<file path="src/rtl/btlv_pkg.sv">
`timescale 1ns / 1ps
// ----------------------------------------------------------------------------
// btlv_pkg
// Shared types and constants of the BER-TLV header parser: byte kinds,
// error codes, parse phases and the packing of the result item.
// ----------------------------------------------------------------------------
package btlv_pkg;

   // default limit on the number of long-form length octets
   localparam int LengthOctetsMaxDefault = 4;

   // field widths
   localparam int DataWidth   = 8;
   localparam int KindWidth   = 3;
   localparam int ClassWidth  = 2;
   localparam int LowWidth    = 5;
   localparam int LengthWidth = 32;
   localparam int ErrorWidth  = 2;
   localparam int PhaseWidth  = 3;

   // result tdata: 43 bits of fields, padded to whole bytes
   localparam int RspFieldBits = ClassWidth + 1 + LowWidth + LengthWidth + 1 + ErrorWidth;
   localparam int RspDataWidth = ((RspFieldBits + 7) / 8) * 8;

   // byte kinds
   localparam logic [KindWidth-1:0] KIND_PADDING   = 3'd0;
   localparam logic [KindWidth-1:0] KIND_TAG_FIRST = 3'd1;
   localparam logic [KindWidth-1:0] KIND_TAG_CONT  = 3'd2;
   localparam logic [KindWidth-1:0] KIND_LEN_SHORT = 3'd3;
   localparam logic [KindWidth-1:0] KIND_LEN_COUNT = 3'd4;
   localparam logic [KindWidth-1:0] KIND_LEN_OCTET = 3'd5;
   localparam logic [KindWidth-1:0] KIND_VALUE     = 3'd6;
   localparam logic [KindWidth-1:0] KIND_ERROR     = 3'd7;

   // error codes
   localparam logic [ErrorWidth-1:0] ERR_NONE       = 2'd0;
   localparam logic [ErrorWidth-1:0] ERR_TOO_LONG   = 2'd1;
   localparam logic [ErrorWidth-1:0] ERR_INDEFINITE = 2'd2;
   localparam logic [ErrorWidth-1:0] ERR_TRUNCATED  = 2'd3;

   // parse phases
   localparam logic [PhaseWidth-1:0] PH_IDLE     = 3'd0;
   localparam logic [PhaseWidth-1:0] PH_TAG_CONT = 3'd1;
   localparam logic [PhaseWidth-1:0] PH_LEN_FIRST = 3'd2;
   localparam logic [PhaseWidth-1:0] PH_LEN_OCT  = 3'd3;
   localparam logic [PhaseWidth-1:0] PH_VALUE    = 3'd4;

   // byte constants
   localparam logic [DataWidth-1:0] BYTE_PAD_ZERO  = 8'h00;
   localparam logic [DataWidth-1:0] BYTE_PAD_ONES  = 8'hFF;
   localparam logic [DataWidth-1:0] BYTE_INDEF_LEN = 8'h80;
   localparam logic [LowWidth-1:0]  TAG_LOW_ESCAPE = 5'd31;

   // one result item
   typedef struct packed {
      logic [ErrorWidth-1:0]  error_code;
      logic                   length_done;
      logic [LengthWidth-1:0] length_value;
      logic [LowWidth-1:0]    tag_low_number;
      logic                   is_constructed;
      logic [ClassWidth-1:0]  tag_class;
   } rsp_fields_type;

endpackage

</file>
<file path="src/rtl/ber_tlv_header_parser.sv">
`timescale 1ns / 1ps
// ----------------------------------------------------------------------------
// ber_tlv_header_parser
// Byte-serial BER-TLV header classifier with one result item per input byte.
// ----------------------------------------------------------------------------
// Takes one byte of a BER-TLV buffer per item and returns one result item per
// byte that classifies it (padding, tag, length, value or error) and carries
// the decoded tag class, constructed bit, low tag number and length. Padding
// bytes 0x00 and 0xFF are skipped between objects; a constructed object's
// content is parsed as further tags. A byte with tlast set closes the buffer:
// an unfinished object then reports a truncation error, and the parser starts
// again from idle. The phase and counter update is done in the cycle the
// byte is accepted and the result lands in the output register, so a byte
// can be taken in every cycle while the result side keeps up; a stalled
// result is held while the next byte waits on req_tready.
module ber_tlv_header_parser #(
   parameter int LENGTH_OCTETS_MAX = btlv_pkg::LengthOctetsMaxDefault
) (
   input  logic                              clock,
   input  logic                              reset,
   // input items
   input  logic                              req_tvalid,
   output logic                              req_tready,
   input  logic [btlv_pkg::DataWidth-1:0]    req_tdata,   // [7:0] data_byte
   input  logic                              req_tlast,   // last_byte
   // result items
   output logic                              rsp_tvalid,
   input  logic                              rsp_tready,
   // [1:0] tag_class, [2] is_constructed, [7:3] tag_low_number,
   // [39:8] length_value, [40] length_done, [42:41] error_code, rest zero
   output logic [btlv_pkg::RspDataWidth-1:0] rsp_tdata,
   output logic [btlv_pkg::KindWidth-1:0]    rsp_tuser    // [2:0] byte_kind
);
   import btlv_pkg::*;

   localparam int OctCountWidth = $clog2(LENGTH_OCTETS_MAX + 1);

   // parser state
   logic [PhaseWidth-1:0]    phase_ff, phase_in;
   logic                     cons_ff, cons_in;
   logic [OctCountWidth-1:0] oct_left_ff, oct_left_in;
   logic [LengthWidth-1:0]   acc_ff, acc_in;
   logic [LengthWidth-1:0]   value_left_ff, value_left_in;

   // result register
   logic                     rsp_valid_ff;
   logic [KindWidth-1:0]     kind_ff, kind_in;
   rsp_fields_type           fields_ff, fields_in;

   logic                     accept;
   logic                     owed;
   logic [LengthWidth-1:0]   len_dec;
   logic [LengthWidth-1:0]   acc_next;
   logic [LengthWidth-1:0]   value_next;
   logic [OctCountWidth-1:0] oct_next;
   logic [DataWidth-2:0]     count_field;

   // handshake: the output register frees up as its item is taken
   assign req_tready = !rsp_valid_ff || rsp_tready;
   assign accept     = req_tvalid && req_tready;

   assign count_field = req_tdata[DataWidth-2:0];
   assign acc_next    = {acc_ff[LengthWidth-DataWidth-1:0], req_tdata};
   assign value_next  = value_left_ff - LengthWidth'(1);
   assign oct_next    = oct_left_ff - OctCountWidth'(1);

   // per-byte classification and next state
   always_comb begin
      phase_in      = phase_ff;
      cons_in       = cons_ff;
      oct_left_in   = oct_left_ff;
      acc_in        = acc_ff;
      value_left_in = value_left_ff;
      kind_in       = KIND_PADDING;
      fields_in     = '0;
      owed          = 1'b0;
      len_dec       = '0;

      unique case (phase_ff)
         PH_TAG_CONT: begin
            kind_in                  = KIND_TAG_CONT;
            fields_in.is_constructed = cons_ff;
            if (!req_tdata[DataWidth-1]) begin
               phase_in = PH_LEN_FIRST;
            end
            owed = 1'b1;
         end
         PH_LEN_FIRST: begin
            fields_in.is_constructed = cons_ff;
            if (!req_tdata[DataWidth-1]) begin
               kind_in = KIND_LEN_SHORT;
               len_dec = LengthWidth'(count_field);
            end else if (req_tdata == BYTE_INDEF_LEN) begin
               kind_in              = KIND_ERROR;
               fields_in.error_code = ERR_INDEFINITE;
            end else if (32'(count_field) > 32'(LENGTH_OCTETS_MAX)) begin
               kind_in              = KIND_ERROR;
               fields_in.error_code = ERR_TOO_LONG;
            end else begin
               kind_in     = KIND_LEN_COUNT;
               oct_left_in = OctCountWidth'(count_field);
               acc_in      = '0;
               phase_in    = PH_LEN_OCT;
               owed        = 1'b1;
            end
         end
         PH_LEN_OCT: begin
            fields_in.is_constructed = cons_ff;
            if (acc_ff[LengthWidth-1:LengthWidth-DataWidth] != '0) begin
               kind_in              = KIND_ERROR;
               fields_in.error_code = ERR_TOO_LONG;
            end else begin
               kind_in                = KIND_LEN_OCTET;
               acc_in                 = acc_next;
               oct_left_in            = oct_next;
               fields_in.length_value = acc_next;
               len_dec                = acc_next;
               if (oct_next != '0) begin
                  owed = 1'b1;
               end
            end
         end
         PH_VALUE: begin
            kind_in                  = KIND_VALUE;
            fields_in.is_constructed = cons_ff;
            value_left_in            = value_next;
            if (value_next == '0) begin
               phase_in = PH_IDLE;
            end else begin
               owed = 1'b1;
            end
         end
         default: begin
            if (req_tdata == BYTE_PAD_ZERO || req_tdata == BYTE_PAD_ONES) begin
               kind_in = KIND_PADDING;
            end else begin
               kind_in                  = KIND_TAG_FIRST;
               fields_in.tag_class      = req_tdata[DataWidth-1:DataWidth-ClassWidth];
               fields_in.is_constructed = req_tdata[LowWidth];
               fields_in.tag_low_number = req_tdata[LowWidth-1:0];
               cons_in                  = req_tdata[LowWidth];
               phase_in = (req_tdata[LowWidth-1:0] == TAG_LOW_ESCAPE) ?
                          PH_TAG_CONT : PH_LEN_FIRST;
               owed     = 1'b1;
            end
         end
      endcase

      // length field complete: value phase for a primitive with content
      if (kind_in == KIND_LEN_SHORT ||
          (kind_in == KIND_LEN_OCTET && oct_next == '0)) begin
         fields_in.length_done  = 1'b1;
         fields_in.length_value = len_dec;
         oct_left_in            = '0;
         acc_in                 = '0;
         if (cons_ff || len_dec == '0) begin
            phase_in      = PH_IDLE;
            value_left_in = '0;
            owed          = (len_dec != '0);
         end else begin
            phase_in      = PH_VALUE;
            value_left_in = len_dec;
            owed          = 1'b1;
         end
      end

      // buffer ends with an object open
      if (kind_in != KIND_ERROR && req_tlast && owed) begin
         kind_in              = KIND_ERROR;
         fields_in.error_code = ERR_TRUNCATED;
      end

      // errors carry only the code; errors and last bytes restart the parser
      if (kind_in == KIND_ERROR) begin
         fields_in.tag_class      = '0;
         fields_in.is_constructed = 1'b0;
         fields_in.tag_low_number = '0;
         fields_in.length_value   = '0;
         fields_in.length_done    = 1'b0;
      end
      if (kind_in == KIND_ERROR || req_tlast) begin
         phase_in      = PH_IDLE;
         cons_in       = 1'b0;
         oct_left_in   = '0;
         acc_in        = '0;
         value_left_in = '0;
      end
   end

   // state and result registers
   always_ff @(posedge clock) begin
      if (reset) begin
         phase_ff      <= PH_IDLE;
         cons_ff       <= 1'b0;
         oct_left_ff   <= '0;
         acc_ff        <= '0;
         value_left_ff <= '0;
         rsp_valid_ff  <= 1'b0;
      end else begin
         if (accept) begin
            phase_ff      <= phase_in;
            cons_ff       <= cons_in;
            oct_left_ff   <= oct_left_in;
            acc_ff        <= acc_in;
            value_left_ff <= value_left_in;
            rsp_valid_ff  <= 1'b1;
         end else if (rsp_tready) begin
            rsp_valid_ff  <= 1'b0;
         end
      end
   end

   // result payload
   always_ff @(posedge clock) begin
      if (accept) begin
         kind_ff   <= kind_in;
         fields_ff <= fields_in;
      end
   end

   assign rsp_tvalid = rsp_valid_ff;
   assign rsp_tuser  = kind_ff;
   assign rsp_tdata  = RspDataWidth'(fields_ff);

`ifndef SYNTHESIS
   // an error code only travels with an error item
   assert property (@(posedge clock) disable iff (reset)
      rsp_valid_ff && kind_ff != KIND_ERROR |-> fields_ff.error_code == ERR_NONE)
      else $error("error code on a non-error item");

   // a last byte always leaves the parser idle
   assert property (@(posedge clock) disable iff (reset)
      accept && req_tlast |=> phase_ff == PH_IDLE && value_left_ff == '0)
      else $error("parser not idle after last byte");

   // value phase always has bytes outstanding
   assert property (@(posedge clock) disable iff (reset)
      phase_ff == PH_VALUE |-> value_left_ff != '0 && !cons_ff)
      else $error("value phase without outstanding bytes");

   // the length octet counter only runs in the length octet phase
   assert property (@(posedge clock) disable iff (reset)
      phase_ff != PH_LEN_OCT |-> oct_left_ff == '0)
      else $error("length octet count outside length phase");
`endif

endmodule
</file>
<file path="config.mk">
export PLATFORM = sky130hd
export DESIGN_NAME = ber_tlv_header_parser
export DESIGN_NICKNAME = d
export VERILOG_FILES = /design/src/rtl/btlv_pkg.sv /design/src/rtl/ber_tlv_header_parser.sv
export SDC_FILE = /design/constraint.sdc
export NUM_CORES = 1
export LEC_CHECK = 0
export BUFFER_PORTS_ARGS = -buffer_cell sky130_fd_sc_hd__buf_2
export CAP_MARGIN = 25
export CORE_MARGIN = 10
export CORE_UTILIZATION = 59
export CTS_CLUSTER_DIAMETER = 150
export DETAILED_ROUTE_END_ITERATION = 10
export PLACE_DENSITY = 0.8
export SYNTH_ARGS = -nofsm -noshare
export SYNTH_HDL_FRONTEND = slang
export SYNTH_SLANG_ARGS = --single-unit
export TNS_END_PERCENT = 10
</file>
<file path="constraint.sdc">
create_clock -name clock -period 3.8 [get_ports clock]
set_input_delay 0.19 -clock clock [delete_from_list [all_inputs] [get_ports clock]]
set_output_delay 0.19 -clock clock [all_outputs]
set_load 0.05 [all_outputs]
</file>
==> impl_metrics.csv, run 1 <==
group,metric,value,unit
synthesis,synth.cell_area,5950,um^2
synthesis,synth_top_area_share,24.2,%
clock_network,holdBufCountCts,2,
place,hpwl,11.4,mm
hold_path,hold_class,"input port to flip-flop",
grt,gr-total-overflow,0,
sta,skew,0.00607,ns
route,vias_per_cell,6.43,
grt,first_global_vias,4978,
grt,grt_pass1_wl,26.6,mm
clock_network,tritoncts,"built",
grt,antenna_found_initial,0,
setup_path,path_class,"flip-flop to flip-flop",
sta,holdWs,0.0312,ns
die,fp-row-count,36,
synthesis,ys_seq_elements,118,
sta,clock.fmax,0.292,GHz
sta,period_minus_slack,3.43,ns
synthesis,synthTopCellsByArea,"dfxtp_1 24%, edfxtp_1 23%, a22o_1 4.7%",
synthesis,ys_warn_count,0,
place,place_area,6400,um^2
die,start_util,60.8,%
synthesis,synth_edf_count,46,
clock_network,clkLatencyLatePin,0.52,ns
clock_network,cts_buffer_depth,2,
final_layout,post-route-cell-area,6980,um^2
route,route.detailed.drc,0,
sta,tns,0,ns
die,die_y,120,um
clock_network,postCtsSetupRepairBufs,0,
sta,rsz0062_at_grt,"no",
sta,setup_viol_count_final,0,
status,status,"complete, no violations",
final_layout,layout_commonest_cell,"dfxtp_1",
clock_network,numCtsBuffers,17,
final_layout,diodes,0,
grt,grt_max_degree,53,
sta,setup_ws,0.372,ns
route,wl_per_cell,20.3,um
power,vdd_drop_max,0.339,mV
power,leakagePower,2.72,nW
setup_path,start_kind,"flip-flop",
sta,hold_viol_final,0,
clock_network,path_clk_slew,0.06,ns
die,boundaryPins,66,
power,pwr_density_cell,514,nW/um^2
job,drv_cap,0,
final_layout,nNetsFinal,691,
grt,grt_usage,22.9,%
clock_network,ctsResizeCount,0,
sta,period_share,90.2,%
synthesis,yosys.cell_types.count,72,
route,drtAntennaViolNets,0,
place,io_buffer_count,60,
synthesis,post_synth_inst_count,613,
place,place_congestion,0.982,
die,dieWidth,120,um
route,first_pass_iters,5,
die,core,9770,um^2
clock_network,cts_num_sinks,118,
sta,slew_headroom,44.5,%
final_layout,layout_common_cells,"72 x dfxtp_1, 60 x buf_2, 53 x nor2_1",
synthesis,synth-seq-area-share,47.5,%
synthesis,ys_async_sr_fraction,0,%
clock_network,h-tree-depth,4,
setup_path,worstPathArrival,3.82,ns
synthesis,avgSynthCellArea,9.70,um^2
setup_path,crit_required,4.19,ns
die,die_area,14500,um^2
final_layout,layoutNonFillerInstCount,820,
route,dr_total_vias,5269,
final_layout,area_growth,17.4,%
route,wirelength,16.6,mm
clock_network,cts_root_buf,"clkbuf_8",
setup_path,endpoint_kind,"flip-flop",
synthesis,yosysTopAreaCell,"dfxtp_1",
sta,maxSlewViolCount,0,
place,placed_cells,786,
place,post-place-ws,0.458,ns
setup_path,cp_max_fo,25,
sta,worstMarginPinSlew,0.826,ns
synthesis,synthFlopType,"dfxtp_1",
route,initialDrtViolationCount,610,
final_layout,drive_gt1_share,19.9,%
[worst paths after layout]
path,slack (ns),cells past startpoint,startpoint,end
worst min-delay path,0.03,2,req_tdata[6],acc_ff[6]
worst max-delay path,0.37,10,value_left_ff[0],rsp_tdata[35]
worst max register to register,0.37,10,value_left_ff[0],rsp_tdata[35]
worst min register to register,0.48,1,acc_ff[25],acc_ff[25]
[worst max-delay path: stages (launching register included)]
cell     delay (ns)
dfxtp_1        0.35
inv_1          0.11
ha_1           0.24
nor3b_2        0.50
nand4_2        0.31
o31ai_2        0.33
nand4_1        0.13
or4_4          0.60
a21oi_2        0.19
o221a_4        0.34
and2_1         0.18
[sequential cells by signal (all words and copies together), names as in the netlist]
| register | cells |
|---|---|
| phase_ff | 3 |
| rsp_tdata | 43 |
| rsp_tuser | 3 |
| oct_left_ff | 3 |
| rsp_tvalid | 1 |
| cons_ff | 1 |
| value_left_ff | 32 |
| acc_ff | 32 |
[layer usage]
| layer | track usage [%] | vias to the layer above | share of wire (%) |
|---|---|---|---|
| met1 | 30.6 | 2507 | 42 |
| met5 | 0 | - | 0 |
| met3 | 7.31 | 24 | 11 |
| li1 | - | 2446 | - |
| met2 | 34.1 | 292 | 45 |
| met4 | 8.14 | 0 | 1.8 |
[cell families (layout without fill, tap and decap cells)]
family / count (synthesis) / in the layout / synth area share (%)
AND/OR/NAND/NOR: 229 / 229 / 21.6
AO/OA/AOI/OAI: 177 / 177 / 22.0
flip-flops: 118 / 118 / 47.5
buffers and inverters: 62 / 132 / 4.67
XOR/XNOR: 18 / 18 / 2.65
adder cells (fa/ha/maj): 4 / 4 / 0.842
multiplexers: 4 / 4 / 0.694
other: 1 / 5 / 0.0631
[Yosys cell counts (all sizes together), types with 2 or more instances]
cell type	count
a221oi	11
o32ai	10
a22o	32
o21a	2
o31ai	8
mux2i	3
buf	17
clkbuf	23
a32o	5
inv	21
nor2	55
or4	10
nor2b	3
dfxtp	72
nand3	7
xnor2	10
and2	28
o21ai	39
nor3	14
nor3b	5
nor4	21
nand4	16
o211a	2
ha	4
a211oi	8
edfxtp	46
nand2	36
or3	5
and3	16
a22oi	5
or2	4
a21oi	39
xor2	8
a32oi	6
nand2b	5
[stage by stage]
| stage | total power, W | utilization [%] |
|---|---|---|
| floorplan | 0.00193 | - |
| global placement | 0.00207 | 65.2 |
| detailed placement | 0.00208 | 65.5 |
| CTS | 0.00358 | 71.4 |
| global route | 0.00372 | 71.4 |
| finish | 0.00358 | 71.4 |
[power by group]
group / switching [W] / total [W] / internal [W]
combinational: 0.000446 / 0.000651 / 0.000205
sequential: 0.0000496 / 0.00142 / 0.00137
clock: 0.000625 / 0.00151 / 0.000885
total: 0.00112 / 0.00358 / 0.00246
[layout make-up]
cell class,instances,area [um^2]
Multi-Input combinational cell,437,2890
Sequential cell,118,2820
Fill cell,720,2800
Timing Repair Buffer,78,460
Clock buffer,18,418
Tap cell,133,166
Clock inverter,14,144
Inverter,22,82.6
No activity file was read; power rests on OpenSTA's default activity.
==> run 2, diff against run 1 <==
--- a/config.mk
+++ b/config.mk
@@ -8,10 +8,10 @@
 export BUFFER_PORTS_ARGS = -buffer_cell sky130_fd_sc_hd__buf_2
 export CAP_MARGIN = 25
 export CORE_MARGIN = 10
-export CORE_UTILIZATION = 59
+export CORE_UTILIZATION = 48
 export CTS_CLUSTER_DIAMETER = 150
 export DETAILED_ROUTE_END_ITERATION = 10
-export PLACE_DENSITY = 0.8
+export PLACE_DENSITY = 0.67
 export SYNTH_ARGS = -nofsm -noshare
 export SYNTH_HDL_FRONTEND = slang
 export SYNTH_SLANG_ARGS = --single-unit
==> run 2 against run 1 <==
Net effect: combinational power is 2% lower; global-route usage shrank 3.7 points; worst hold slack got worse by 0.00065 ns; register-to-register slack about the same; sequential share of layout area fell by 0.27 points; largest cell class unchanged; clock-buffer cell count grew 5; cell count is 3.7% higher; largest power group unchanged; fmax about the same; critical endpoint is now rsp_tdata[15]; routed wire length decreased by 0.68%.
==> impl_metrics.csv, run 2 (synthesized netlist as in run 1, its figures left out) <==
group,metric,value,unit
grt,grt_usage,19.2,%
clock_network,ctsResizeCount,0,
die,die_y,131,um
power,vdd_drop_max,0.295,mV
clock_network,postCtsSetupRepairBufs,0,
final_layout,area_growth,18.2,%
final_layout,layout_common_cells,"72 x dfxtp_1, 60 x buf_2, 53 x nor2_1",
grt,antenna_found_initial,0,
power,p_total,0.00374,W
grt,grt_pass1_wl,27.1,mm
sta,maxSlewViolCount,0,
final_layout,layout_commonest_cell,"dfxtp_1",
setup_path,critical_path.max_stage_delay,0.58,ns
sta,period_minus_slack,3.43,ns
place,io_buffer_count,60,
setup_path,crit_buf_inv,1,
route,wl_per_cell,19.4,um
sta,setup_viol_count_final,0,
sta,period_share,90.3,%
sta,holdWs,0.0305,ns
die,start_util,49.3,%
die,fp-row-count,40,
sta,rsz0062_at_grt,"no",
route,dr_total_vias,5180,
sta,worstMarginPinSlew,0.825,ns
route,drtAntennaViolNets,0,
route,route.detailed.drc,0,
place,hpwl,11.6,mm
hold_path,hold_class,"input port to flip-flop",
final_layout,drive_gt1_share,19.2,%
power,pwr_density_cell,533,nW/um^2
final_layout,nNetsFinal,686,
clock_network,path_clk_slew,0.05,ns
setup_path,cp_max_fo,25,
setup_path,endpoint_kind,"flip-flop",
power,leakagePower,2.73,nW
grt,gr-total-overflow,0,
grt,grt_max_degree,53,
setup_path,crit_slowest_cell,"or4_4",
grt,first_global_vias,4936,
die,die_area,17200,um^2
final_layout,largest_register_ffs,43,
clock_network,h-tree-depth,4,
setup_path,start_kind,"flip-flop",
route,wirelength,16.5,mm
clock_network,numCtsBuffers,17,
place,placed_cells,818,
clock_network,cts_num_sinks,118,
sta,tns,0,ns
sta,clock.fmax,0.291,GHz
die,core,12100,um^2
setup_path,crit_required,4.07,ns
route,first_pass_iters,5,
route,initialDrtViolationCount,522,
sta,hold_viol_final,0,
route,vias_per_cell,6.09,
clock_network,tritoncts,"built",
die,boundaryPins,66,
final_layout,layoutNonFillerInstCount,850,
sta,skew,0.0106,ns
setup_path,worstPathArrival,3.70,ns
status,status,"complete, no violations",
clock_network,clkLatencyLatePin,0.42,ns
clock_network,holdBufCountCts,0,
place,place_area,6410,um^2
clock_network,cts_buffer_depth,2,
die,dieWidth,131,um
setup_path,path_cells,"inv_1 -> ha_1 -> nor3b_2 -> nand4_2 -> o31ai_1 -> nand4_1 -> or4_4 -> a21oi_2 -> o221a_4 -> and2_1",
final_layout,post-route-cell-area,7030,um^2
setup_path,path_delay_family,"simple AND/OR/NAND/NOR gates",
place,place_congestion,0.950,
clock_network,cts_root_buf,"clkbuf_16",
job,drv_cap,0,
setup_path,path_class,"flip-flop to flip-flop",
sta,slew_headroom,44.6,%
final_layout,diodes,0,
## run 2: changes by cell type in the layout (fill, tap and decap cells not counted), sizes merged
cell / delta
clkinvlp: -3
clkinv: +1
bufinv: +3
dlygate4sd3: -2
clkbuf: +5
buf: -3
inv: -6
## run 2: path summary, 6_finish.rpt
| path | from | end | slack, ns | cells after the start |
|---|---|---|---|---|
| max | value_left_ff[0] | rsp_tdata[15] | 0.37 | 10 |
| min | req_tvalid | rsp_tvalid | 0.03 | 3 |
| max reg2reg | value_left_ff[0] | rsp_tdata[15] | 0.37 | 10 |
| min reg2reg | acc_ff[27] | acc_ff[27] | 0.47 | 1 |
## run 2: worst reg2reg max path: cells and delay by family, from the launching register on
family          cells  cell delay (ns)
simple gates        5             1.73
compound gates      3             0.85
flops               1             0.34
fa+ha+maj           1             0.25
buf+inv             1             0.11
## run 2: cell type report
type,instances,area [um^2]
inverter,22,82.6
multi-input combinational,437,2890
clock buffer,23,468
clock inverter,9,151
tap,168,210
timing repair buffer,73,405
fill,1029,5040
sequential,118,2820
## run 2: metal layers
layer	share of wire (%)	global-route usage, %
met4	1.5	6.98
met2	45	29.1
met1	45	25.1
met3	8.6	6.17
met5	0	0
## run 2: power by group
| group | total (W) | switching [W] | internal [W] |
|---|---|---|---|
| Clock | 0.00168 | 0.000549 | 0.00113 |
| Combinational | 0.000641 | 0.000443 | 0.000198 |
| Sequential | 0.00142 | 0.0000495 | 0.00138 |
| Total | 0.00374 | 0.00104 | 0.00270 |
## run 2: per-stage QoR
stage                     utilization, %  setup slack [ns]
after floorplan                        -             0.291
after global placement              53.0             0.390
after detailed placement            53.1             0.428
after CTS                           58.2             0.398
after global routing                58.2             0.135
final                               58.2             0.369
